File: config.mk
export PLATFORM = sky130hd
export DESIGN_NAME = lru_key_tracker_core_flat
export DESIGN_NICKNAME = d
export VERILOG_FILES = /design/src/sv/lkt_pkg.sv /design/src/sv/lkt_if.sv /design/src/sv/lru_key_tracker_core.sv /design/src/flat_wrapper.sv
export SDC_FILE = /design/constraint.sdc
export NUM_CORES = 2
export LEC_CHECK = 0
export BUFFER_PORTS_ARGS = -buffer_cell sky130_fd_sc_hd__buf_2
export CAP_MARGIN = 20
export CORE_UTILIZATION = 50
export DETAILED_ROUTE_END_ITERATION = 8
export MAX_ROUTING_LAYER = met4
export PLACE_DENSITY = 0.65
export SLEW_MARGIN = 20
export SYNTH_ARGS = -nofsm -noshare
export SYNTH_HDL_FRONTEND = slang
export SYNTH_SLANG_ARGS = --single-unit
File: constraint.sdc
create_clock -name clk -period 5.6 [get_ports clk]
set_input_delay 1.12 -clock clk [delete_from_list [all_inputs] [get_ports clk]]
set_output_delay 1.12 -clock clk [all_outputs]
set_load 0.01 [all_outputs]
File: src/sv/lkt_pkg.sv
// Package for the LRU key tracker: mode and status codes and the sequencer state type.
// No dependencies.
package lkt_pkg;

	typedef enum logic [1:0] {
		MODE_TOUCH  = 2'd0,
		MODE_POP    = 2'd1,
		MODE_REMOVE = 2'd2,
		MODE_CLEAR  = 2'd3
	} mode_t;

	typedef enum logic [1:0] {
		ST_OK     = 2'd0,
		ST_EMPTY  = 2'd1,
		ST_FULL   = 2'd2,
		ST_ABSENT = 2'd3
	} status_t;

	typedef enum logic [2:0] {
		S_IDLE,
		S_SCAN,
		S_SHIFT,
		S_OUT
	} state_t;

	localparam int unsigned MODE_BITS   = 2;
	localparam int unsigned STATUS_BITS = 2;
	localparam int unsigned COUNT_BITS  = 7;
	localparam int unsigned KEY_W       = 32;

endpackage

File: src/sv/lkt_if.sv
// Valid/ready channel interfaces for the LRU key tracker.
// Depends on lkt_pkg for field widths.
interface lkt_req_if;
	logic                               valid;
	logic                               ready;
	logic [lkt_pkg::MODE_BITS-1:0]      mode;
	logic [lkt_pkg::KEY_W-1:0]          key;
	modport source (output valid, mode, key, input ready);
	modport sink   (input valid, mode, key, output ready);
endinterface

interface lkt_rsp_if;
	logic                               valid;
	logic                               ready;
	logic [lkt_pkg::STATUS_BITS-1:0]    status;
	logic                               hit;
	logic [lkt_pkg::KEY_W-1:0]          popped_key;
	logic [lkt_pkg::COUNT_BITS-1:0]     used_count;
	modport source (output valid, status, hit, popped_key, used_count, input ready);
	modport sink   (input valid, status, hit, popped_key, used_count, output ready);
endinterface

File: src/sv/lru_key_tracker_core.sv
// LRU key tracker: key store in one synchronous memory and a scan/shift sequencer.
// Depends on lkt_pkg and the interfaces in lkt_if.sv.
//
// Usage: requests arrive on req (mode, key); each produces exactly one response on
// rsp (status, hit, popped_key, used_count). Position 0 of the memory holds the
// most recent key, position count-1 the least recent one.
// A touch or remove first scans positions 0..count-1, one memory read per cycle,
// to find the key, then moves the entries between the hit position and the front
// (touch) or closes the gap toward the tail (remove), one entry per cycle through
// the single read port. A pop reads the tail entry; a clear only zeroes the count.
// A touch that misses inserts the key at the front and moves every entry one older,
// unless the store is full; a clear or a pop of an empty store reads no memory.
// One request is in flight at a time; req.ready is low while it is worked on.
// The response waits in an output register until rsp.ready is high; a stalled
// receiver holds the block, and no state is lost. The next request is accepted
// in the cycle after the response transfer.
// Reset empties the store at once (count zero); memory contents need no clearing.
module lru_key_tracker_core #(
	parameter int ENTRIES  = 64,
	parameter int KEY_BITS = 32
) (
	input  logic            clk,
	input  logic            arst_n,
	lkt_req_if.sink         req,
	lkt_rsp_if.source       rsp
);
	localparam int AW = (ENTRIES > 1) ? $clog2(ENTRIES) : 1;
	localparam int CW = $clog2(ENTRIES + 1);

	// Key memory.
	logic [KEY_BITS-1:0] mem [ENTRIES];
	logic [AW-1:0]       rd_addr, wr_addr;
	logic                wr_en;
	logic [KEY_BITS-1:0] wr_data, rd_data;

	always_ff @(posedge clk) begin
		if (wr_en) begin
			mem[wr_addr] <= wr_data;
		end
		rd_data <= mem[rd_addr];
	end

	// Sequencer registers.
	lkt_pkg::state_t     state_q, state_d;
	logic [CW-1:0]       count_q, count_d;
	logic [CW-1:0]       pos_q, pos_d;     // position being read
	logic                rdv_q, rdv_d;     // a read was issued last cycle
	logic [CW-1:0]       rpos_q, rpos_d;   // position of that read
	logic [1:0]          mode_q, mode_d;
	logic [KEY_BITS-1:0] key_q, key_d;
	logic [CW-1:0]       hpos_q, hpos_d;   // hit position
	logic                ovalid_q, ovalid_d;
	logic [1:0]          ostat_q, ostat_d;
	logic                ohit_q, ohit_d;
	logic [KEY_BITS-1:0] opop_q, opop_d;

	always_ff @(posedge clk or negedge arst_n) begin
		if (!arst_n) begin
			state_q  <= lkt_pkg::S_IDLE;
			count_q  <= '0;
			ovalid_q <= 1'b0;
			rdv_q    <= 1'b0;
		end else begin
			state_q  <= state_d;
			count_q  <= count_d;
			ovalid_q <= ovalid_d;
			rdv_q    <= rdv_d;
		end
	end

	always_ff @(posedge clk) begin
		pos_q   <= pos_d;
		rpos_q  <= rpos_d;
		mode_q  <= mode_d;
		key_q   <= key_d;
		hpos_q  <= hpos_d;
		ostat_q <= ostat_d;
		ohit_q  <= ohit_d;
		opop_q  <= opop_d;
	end

	// Next state, memory control and response.
	always_comb begin
		state_d  = state_q;
		count_d  = count_q;
		pos_d    = pos_q;
		rdv_d    = 1'b0;
		rpos_d   = pos_q;
		mode_d   = mode_q;
		key_d    = key_q;
		hpos_d   = hpos_q;
		ovalid_d = ovalid_q;
		ostat_d  = ostat_q;
		ohit_d   = ohit_q;
		opop_d   = opop_q;
		rd_addr  = pos_q[AW-1:0];
		wr_en    = 1'b0;
		wr_addr  = '0;
		wr_data  = key_q;
		req.ready = 1'b0;

		if (ovalid_q && rsp.ready) begin
			ovalid_d = 1'b0;
		end

		case (state_q)
			lkt_pkg::S_IDLE: begin
				req.ready = !ovalid_q;
				if (req.valid && !ovalid_q) begin
					mode_d = req.mode;
					key_d  = KEY_BITS'(req.key);
					pos_d  = '0;
					ohit_d = 1'b0;
					opop_d = '0;
					ostat_d = lkt_pkg::ST_OK;
					case (lkt_pkg::mode_t'(req.mode))
						lkt_pkg::MODE_CLEAR: begin
							count_d = '0;
							state_d = lkt_pkg::S_OUT;
						end
						lkt_pkg::MODE_POP: begin
							if (count_q == '0) begin
								ostat_d = lkt_pkg::ST_EMPTY;
								state_d = lkt_pkg::S_OUT;
							end else begin
								pos_d   = count_q - 1'b1;
								state_d = lkt_pkg::S_SCAN;
							end
						end
						default: begin
							state_d = lkt_pkg::S_SCAN;
						end
					endcase
				end
			end
			lkt_pkg::S_SCAN: begin
				if (mode_q == lkt_pkg::MODE_POP) begin
					if (!rdv_q) begin
						rdv_d = 1'b1;
					end else begin
						opop_d  = rd_data;
						count_d = count_q - 1'b1;
						state_d = lkt_pkg::S_OUT;
					end
				end else if (rdv_q && rd_data == key_q) begin
					// Found at rpos_q.
					ohit_d = 1'b1;
					hpos_d = rpos_q;
					if (mode_q == lkt_pkg::MODE_TOUCH) begin
						// Write key to front, carry front entry older.
						wr_en   = 1'b1;
						wr_addr = '0;
						wr_data = key_q;
						pos_d   = CW'(1);
						if (rpos_q == '0) begin
							state_d = lkt_pkg::S_OUT;
						end else begin
							rd_addr = '0;
							rdv_d   = 1'b1;
							rpos_d  = '0;
							state_d = lkt_pkg::S_SHIFT;
						end
					end else begin
						pos_d = rpos_q + 1'b1;
						if (rpos_q + 1'b1 >= count_q) begin
							count_d = count_q - 1'b1;
							state_d = lkt_pkg::S_OUT;
						end else begin
							rd_addr = AW'(rpos_q + 1'b1);
							rdv_d   = 1'b1;
							rpos_d  = rpos_q + 1'b1;
							state_d = lkt_pkg::S_SHIFT;
						end
					end
				end else if (pos_q < count_q) begin
					// Issue next scan read.
					rdv_d  = 1'b1;
					rpos_d = pos_q;
					pos_d  = pos_q + 1'b1;
				end else if (!rdv_q || pos_q >= count_q) begin
					// Scan finished without a match.
					if (mode_q == lkt_pkg::MODE_REMOVE) begin
						ostat_d = lkt_pkg::ST_ABSENT;
					end else if (count_q >= CW'(ENTRIES)) begin
						ostat_d = lkt_pkg::ST_FULL;
					end else begin
						// Insert: shift entries 0..count-1 one older.
						hpos_d  = count_q;
						count_d = count_q + 1'b1;
						wr_en   = 1'b1;
						wr_addr = '0;
						wr_data = key_q;
						if (count_q != '0) begin
							rd_addr = '0;
							rdv_d   = 1'b1;
							rpos_d  = '0;
							state_d = lkt_pkg::S_SHIFT;
						end
					end
					if (state_d == lkt_pkg::S_SCAN) begin
						state_d = lkt_pkg::S_OUT;
					end
				end
			end
			lkt_pkg::S_SHIFT: begin
				if (mode_q == lkt_pkg::MODE_TOUCH) begin
					// rd_data is the old entry at rpos_q; it moves to rpos_q+1.
					// The read of the next entry lands in the same cycle as the write
					// to it and returns the old contents.
					wr_en   = 1'b1;
					wr_addr = AW'(rpos_q + 1'b1);
					wr_data = rd_data;
					if (rpos_q + 1'b1 >= hpos_q) begin
						state_d = lkt_pkg::S_OUT;
					end else begin
						rd_addr = AW'(rpos_q + 1'b1);
						rdv_d   = 1'b1;
						rpos_d  = rpos_q + 1'b1;
					end
				end else begin
					// Remove: entry at rpos_q moves to rpos_q-1.
					wr_en   = 1'b1;
					wr_addr = AW'(rpos_q - 1'b1);
					wr_data = rd_data;
					if (rpos_q + 1'b1 >= count_q) begin
						count_d = count_q - 1'b1;
						state_d = lkt_pkg::S_OUT;
					end else begin
						rd_addr = AW'(rpos_q + 1'b1);
						rdv_d   = 1'b1;
						rpos_d  = rpos_q + 1'b1;
					end
				end
			end
			lkt_pkg::S_OUT: begin
				ovalid_d = 1'b1;
				state_d  = lkt_pkg::S_IDLE;
			end
			default: begin
				state_d = lkt_pkg::S_IDLE;
			end
		endcase
	end

	// Response register.
	assign rsp.valid      = ovalid_q;
	assign rsp.status     = ostat_q;
	assign rsp.hit        = ohit_q;
	assign rsp.popped_key = lkt_pkg::KEY_W'(opop_q);
	assign rsp.used_count = lkt_pkg::COUNT_BITS'(count_q);

endmodule
File: src/flat_wrapper.sv
// flat-port wrapper written by rule: the top's interface ports become plain ports
module lru_key_tracker_core_flat 
#(
	parameter int ENTRIES  = 64,
	parameter int KEY_BITS = 32
)
  (clk, arst_n, req_valid, req_mode, req_key, req_ready, rsp_valid, rsp_status, rsp_hit, rsp_popped_key, rsp_used_count, rsp_ready);
  lkt_req_if req_i ();
  lkt_rsp_if rsp_i ();
  input  logic clk;
  input  logic arst_n;
  input wire logic [$bits(req_i.valid)-1:0] req_valid;
  input wire logic [$bits(req_i.mode)-1:0] req_mode;
  input wire logic [$bits(req_i.key)-1:0] req_key;
  output wire logic [$bits(req_i.ready)-1:0] req_ready;
  output wire logic [$bits(rsp_i.valid)-1:0] rsp_valid;
  output wire logic [$bits(rsp_i.status)-1:0] rsp_status;
  output wire logic [$bits(rsp_i.hit)-1:0] rsp_hit;
  output wire logic [$bits(rsp_i.popped_key)-1:0] rsp_popped_key;
  output wire logic [$bits(rsp_i.used_count)-1:0] rsp_used_count;
  input wire logic [$bits(rsp_i.ready)-1:0] rsp_ready;
  assign req_i.valid = req_valid;
  assign req_i.mode = req_mode;
  assign req_i.key = req_key;
  assign req_ready = req_i.ready;
  assign rsp_valid = rsp_i.valid;
  assign rsp_status = rsp_i.status;
  assign rsp_hit = rsp_i.hit;
  assign rsp_popped_key = rsp_i.popped_key;
  assign rsp_used_count = rsp_i.used_count;
  assign rsp_i.ready = rsp_ready;
  lru_key_tracker_core #(.ENTRIES(ENTRIES), .KEY_BITS(KEY_BITS)) u_core (.clk(clk), .arst_n(arst_n), .req(req_i), .rsp(rsp_i));
endmodule
Yosys cells after proc, flatten, opt, wreduce, memory -nomap -nowiden
Memories as Yosys holds them, arrays and structs flattened. A register that Yosys moved wholly into a read port is not among the register bits. Index checks and enable logic that the tools add are counted.

Bits in writable memories: 2048. Memories: 1. Output and inout bits: 44. Flip-flop bits (word level): 102.

Memories: u_core.mem (words 64, width 32, read ports 1, clocked after Yosys merged registers in 1, wr ports 1, line lru_key_tracker_core.sv:31) `logic [KEY_BITS-1:0] mem [ENTRIES];`.

Equality and inequality tests: 30. Bitwise operators: 1. $add $sub $neg: 5. $lt $le $gt $ge: 5. Reduce and logical (&&, ||, !) cells: 23. Multiplexer cells: 123.

Operator list (number): two-way mux 7 bit (35); two-way mux 32 bit (4); two-way mux 6 bit (14); one-hot mux 32 bit (2 select lines) (1); two-way mux 3 bit (19); == test 32 bit (1); two-way mux 1 bit (31); one-hot mux 7 bit (2 select lines) (2); adder 7 x 1 -> 7 bit (second input constant) (3); greater-or-equal comparator 7 bit (3); one-hot mux 7 bit (3 select lines) (1); two-way mux 2 bit (9); inequality test 2 x 1 -> 1 bit (second input constant) (8); zero test 7 bit (2); inequality test 4 x 2 -> 1 bit (second input constant) (3); one-hot mux 6 bit (2 select lines) (1); AND reduction 4 bit (3); AND reduction 6 bit (2); inequality test 3 x 1 -> 1 bit (second input constant) (3); one-hot mux 3 bit (3 select lines) (1); inequality test 2 bit (second input constant) (4); AND reduction 8 bit (1); greater-or-equal comparator 7 bit (second input constant) (1); < comparator 7 bit (1); other kinds (23) (34).

Depth between registers and ports, before layout
Word-level depth: 16. Mapped depth: 23. Depth with buffers taken out: 18.

Worst setup path after synthesis
OpenSTA, ideal clock, no wires.

Kind: reg-to-reg. Start point: register u_core.rpos_q[2]. End point: register u_core.rd_data[19] (read register of u_core.mem). Stages on the path, launching flop included: 20. Arrival time: 4562 ps. Period minus slack after synthesis: 4696 ps. Required time: 5466 ps. Setup slack: 904 ps. Cell sequence: dfxtp_1 clkbuf_1 and3_1 nand3_1 xor2_1 inv_1 ha_1 o21a_1 a21oi_1 o211ai_1 a31o_2 and2_1 a211oi_1 buf_2 clkbuf_1 mux4_2 nand4_1 nand2_1 a2111oi_0 a21oi_1.

Longest elaborated chain between the ends: 7. Elaborated cells on any way between the ends: 12.

Ends and longest elaborated chain: start, declared (line lru_key_tracker_core.sv:48) `logic [CW-1:0] rpos_q, rpos_d;`; start signal, assigned (line lru_key_tracker_core.sv:73) `rpos_q <= rpos_d;`; adder 7 x 1 -> 7 bit (line lru_key_tracker_core.sv:165, lru_key_tracker_core.sv:213, lru_key_tracker_core.sv:225); greater-or-equal comparator 7 bit (line lru_key_tracker_core.sv:165, lru_key_tracker_core.sv:225); two-way mux 6 bit (line lru_key_tracker_core.sv:165, lru_key_tracker_core.sv:225); two-way mux 6 bit (line lru_key_tracker_core.sv:149) `if (mode_q == lkt_pkg::MODE_TOUCH) begin`; two-way mux 6 bit (line lru_key_tracker_core.sv:145) `end else if (rdv_q && rd_data == key_q) begin`; two-way mux 6 bit (line lru_key_tracker_core.sv:137) `if (mode_q == lkt_pkg::MODE_POP) begin`; one-hot mux 6 bit (2 select lines) (*) (line lru_key_tracker_core.sv:106) `case (state_q)`; end, declared (line lru_key_tracker_core.sv:34) `logic [KEY_BITS-1:0] wr_data, rd_data;`.

Mark *: on every way between the ends. The rest lies on a longest branch, timed or not. A chain may end at the register's enable or synchronous reset.

Worst setup path in the final report
Start point: register u_core.rpos_q[1]. End point: register u_core.rd_data[26] (read register of u_core.mem).

Same word-level chain as after synthesis.

==> flow_metrics.py <==
metrics = {
    "sta": {
        "rsz0062_at_grt": "no",
        "min_period_ns": 5.37,
        "hold_viol": 0,
        "tightestPinTransition_ns": 1.15,
        "slew_headroom_pct": 23.4,
        "fin_crit_sh_pct": 96.0,
        "slew_viol_final": 0,
        "finalSetupViolCount": 0,
        "hold_slack_ns": 0.151,
        "skew_ns": 0.0501,
        "fmax_mhz": 186,
    },
    "critical_path": {
        "crit_type": "reg -> reg",
        "end_kind": "flop",
        "critPathMaxFanout": 48,
        "cp-startpoint": "u_core.rpos_q[1]$_DFF_P_",
        "timing.rr.end": "u_core.rd_data[26]$_DFF_P_",
        "timing.rr.start": "u_core.rpos_q[1]$_DFF_P_",
        "worstPathArrival_ns": 6.08,
        "rr_worst_depth": 18,
        "ff2ff_setup_slack_ns": 0.23,
        "start_kind": "flop",
        "crit_required_ns": 6.31,
        "cp-endpoint": "u_core.rd_data[26]$_DFF_P_",
    },
    "cts": {
        "ctsHoldBuffers": 0,
        "cts_tree": "built",
        "clockBufferDepth": 3,
        "clkTransAtPathRegs_ns": 0.07,
        "cts-root-buf": "clkbuf_16",
        "numCtsBuffers": 212,
        "clk-insertion-delay-late_ns": 0.88,
        "htreeDepth": 4,
        "cts_sinks": 2182,
    },
    "logic_synthesis": {
        "synth-main-ff-cell": "edfxtp_1",
        "synthesis.area_um2": 87300,
        "synth_common_cells": "2131 x edfxtp_1, 909 x nand2_1, 597 x nand3_1, 267 x nand4_1, 261 x clkbuf_1",
        "synth-edff-count": 2131,
        "ys_async_sr_fraction_pct": 0.550,
        "synth_cell_types": 64,
        "synth_area_leaders": "edfxtp_1 73%, mux4_2 5.6%, nand2_1 3.9%",
        "post-synth-top-area-cell": "edfxtp_1",
        "ys_warn_count": 0,
        "netlist.area_leader.share_pct": 73.3,
        "yosysSeqAreaShare_pct": 74.5,
        "post-synth-top-count-cell": "edfxtp_1",
        "synth_cells": 5695,
        "ys_ff_latch": 2182,
        "synth_area_per_cell_um2": 15.3,
        "synth.net_count": 5759,
    },
    "global_routing": {
        "grt_pass1_wl_mm": 379,
        "grt_pass1_vias": 52200,
        "antenna_found_initial": 1,
        "grt_max_degree": 123,
        "grt.overflow.total": 0,
        "grt.total_usage_pct": 31.3,
    },
    "floorplan": {
        "die_x_um": 420,
        "io_pins": 82,
        "start_util_pct": 50.6,
        "die_y_um": 420,
        "row_count": 152,
        "core_region_area_um2": 172000,
        "die_area_um2": 176000,
    },
    "detailed_routing": {
        "num_vias": 54818,
        "ant_nets": 0,
        "drc": 0,
        "wl_per_cell_um": 31.7,
        "first_iter_violations": 7898,
        "via_per_inst": 6.49,
        "dr.pass1.iters": 6,
        "wirelength_mm": 267,
    },
    "pwr": {
        "ir_worst_vdd_mv": 0.449,
        "p_seq_share_pct": 38.0,
        "power_leakage_uw": 0.0328,
        "p_total_uw": 52900,
        "sw_frac_of_total_pct": 36.2,
        "p_sw_uw": 19200,
        "clockPowerShare_pct": 27.0,
        "p_per_area_nw_per_um2": 529,
        "internal-power_uw": 33800,
        "comb_power_share_pct": 35.0,
    },
    "final_layout": {
        "drive_gt1_share_pct": 18.6,
        "fin_nets": 6018,
        "syn_to_final_growth_pct": 14.7,
        "fin_util_pct": 58.0,
    },
    "placed_design": {
        "place_hpwl_mm": 151,
        "port_buffers": 81,
        "gp_congestion": 0.955,
    },
    "worst_hold_path": {
        "hp-class": "in -> async",
    },
    "status": {
        "status": "complete, no violations",
    },
    "run": {
        "drv_cap": 0,
    },
}
[metal layers]
metal  up-vias  routed length [um]  GRT usage [%]
met5         -                   0              -
met3       577               29200           6.48
met1     27976              103000           42.1
li1      22853                   -              -
met4         0               12300           12.9
met2      3412              123000           46.6
[cell type report]
type | count | area (um2)
diodes | 2 | 5.00
well taps | 2310 | 2890
clock buffers | 282 | 5770
multi-input cells | 3120 | 21500
repair buffers | 410 | 3580
inverters | 28 | 123
flip-flops and latches | 2182 | 65100
clock inverters | 113 | 1190
fillers | 13026 | 72400
[cells in the final DEF, fill, tap and decap left out, types with 27 or more instances in the layout]
master,Yosys,layout
a211o_1,63,63
a21oi_1,212,204
a221oi_1,32,32
a311oi_1,63,60
and2_1,39,38
and3_1,134,134
buf_12,0,56
buf_2,72,81
buf_4,1,272
clkbuf_1,261,52
clkbuf_16,0,214
clkinv_1,0,35
clkinv_2,0,38
dfxtp_1,39,38
edfxtp_1,2131,2131
mux2_2,62,62
mux4_2,217,217
nand2_1,909,877
nand2_2,0,27
nand3_1,597,597
nand4_1,267,267
nor2_1,114,40
nor2_4,0,69
o211ai_1,66,66
o21ai_0,98,97
xnor2_1,32,32
[per-stage QoR]
stage,std cells,TNS [ns],instance area (um2),setup slack (ns)
floorplan,5695,0,87300,0.904
global placement,8049,-3.40,93000,-0.857
detailed placement,8050,-1.04,93000,-0.261
CTS,8445,0,100000,0.0129
global route,8445,0,100000,0.0000697
finish,8447,0,100000,0.227
[power groups by stage]
stage | Sequential, uW | Clock [uW] | Combinational (uW)
floorplan | 20100 | 0 | 10300
global placement | 20400 | 0 | 17800
detailed placement | 20400 | 0 | 18100
CTS | 20100 | 14400 | 18200
global route | 20100 | 15000 | 19500
finish | 20100 | 14300 | 18500
[sequential cells by signal, summed over array words and instances (netlist names)]
| signal | count |
|---|---|
| u_core.rpos_q | 7 |
| u_core.key_q | 32 |
| u_core.rsp.hit | 1 |
| u_core.rsp.valid | 1 |
| u_core.rsp.popped_key | 32 |
| u_core.rdv_q | 1 |
| u_core.pos_q | 7 |
| u_core.rsp.used_count | 7 |
| u_core.mode_q | 2 |
| u_core.rd_data | 32 |
| u_core.mem | 2048 |
| u_core.hpos_q | 7 |
| u_core.state_q | 3 |
| u_core.rsp.status | 2 |
[cells by family (layout without fill, tap and decap cells)]
logic type | after synthesis | count (layout) | synth area share (%)
DFF | 2182 | 2182 | 74.5
and+or+nand+nor | 2112 | 2112 | 11.4
AOI/OAI and AO/OA | 642 | 642 | 4.92
buffers and inverters | 393 | 833 | 1.80
muxes | 286 | 286 | 6.48
xor gates and xnor gates | 53 | 53 | 0.532
adders and majority gates | 26 | 26 | 0.373
other | 1 | 3 | 0.00430
[how the worst min path moves through the flow]
stage	start	to	slack (ns)
2_1_floorplan	u_core.pos_q[6]$_DFFE_PP_	u_core.rpos_q[6]$_DFF_P_	0.49
3_3_place_gp	u_core.rd_data[15]$_DFF_P_	u_core.rsp.popped_key[15]$_SDFFCE_PN0P_	0.58
3_5_place_dp	u_core.pos_q[6]$_DFFE_PP_	u_core.rpos_q[6]$_DFF_P_	0.57
4_1_cts	arst_n	u_core.rdv_q$_DFF_PN0_	0.10
5_1_grt	arst_n	u_core.state_q[1]$_DFFE_PN0P_	0.14
6_report	arst_n	u_core.rdv_q$_DFF_PN0_	0.15
[critical path, stage by stage (launching register included)]
cell,delay (ns)
dfxtp_1,0.39
ha_1,0.28
nand3_1,0.12
xnor2_1,0.20
ha_1,0.28
a211o_1,0.30
a21oi_1,0.17
buf_4,0.17
o211ai_1,0.15
a31o_2,0.34
and2_1,0.21
a211oi_4,0.29
buf_12,0.29
buf_12,0.32
mux4_2,0.57
nand4_1,0.11
nand4_1,0.09
a21oi_1,0.69
a21oi_1,0.18
[timing repair]
item / in CTS / in global routing
pin swaps: 0 / 0
endpoints found under the setup margin: 11 / 27
setup buffers: 0 / 0
resized for setup: 4 / 19
(Power assumes the default switching activity.)
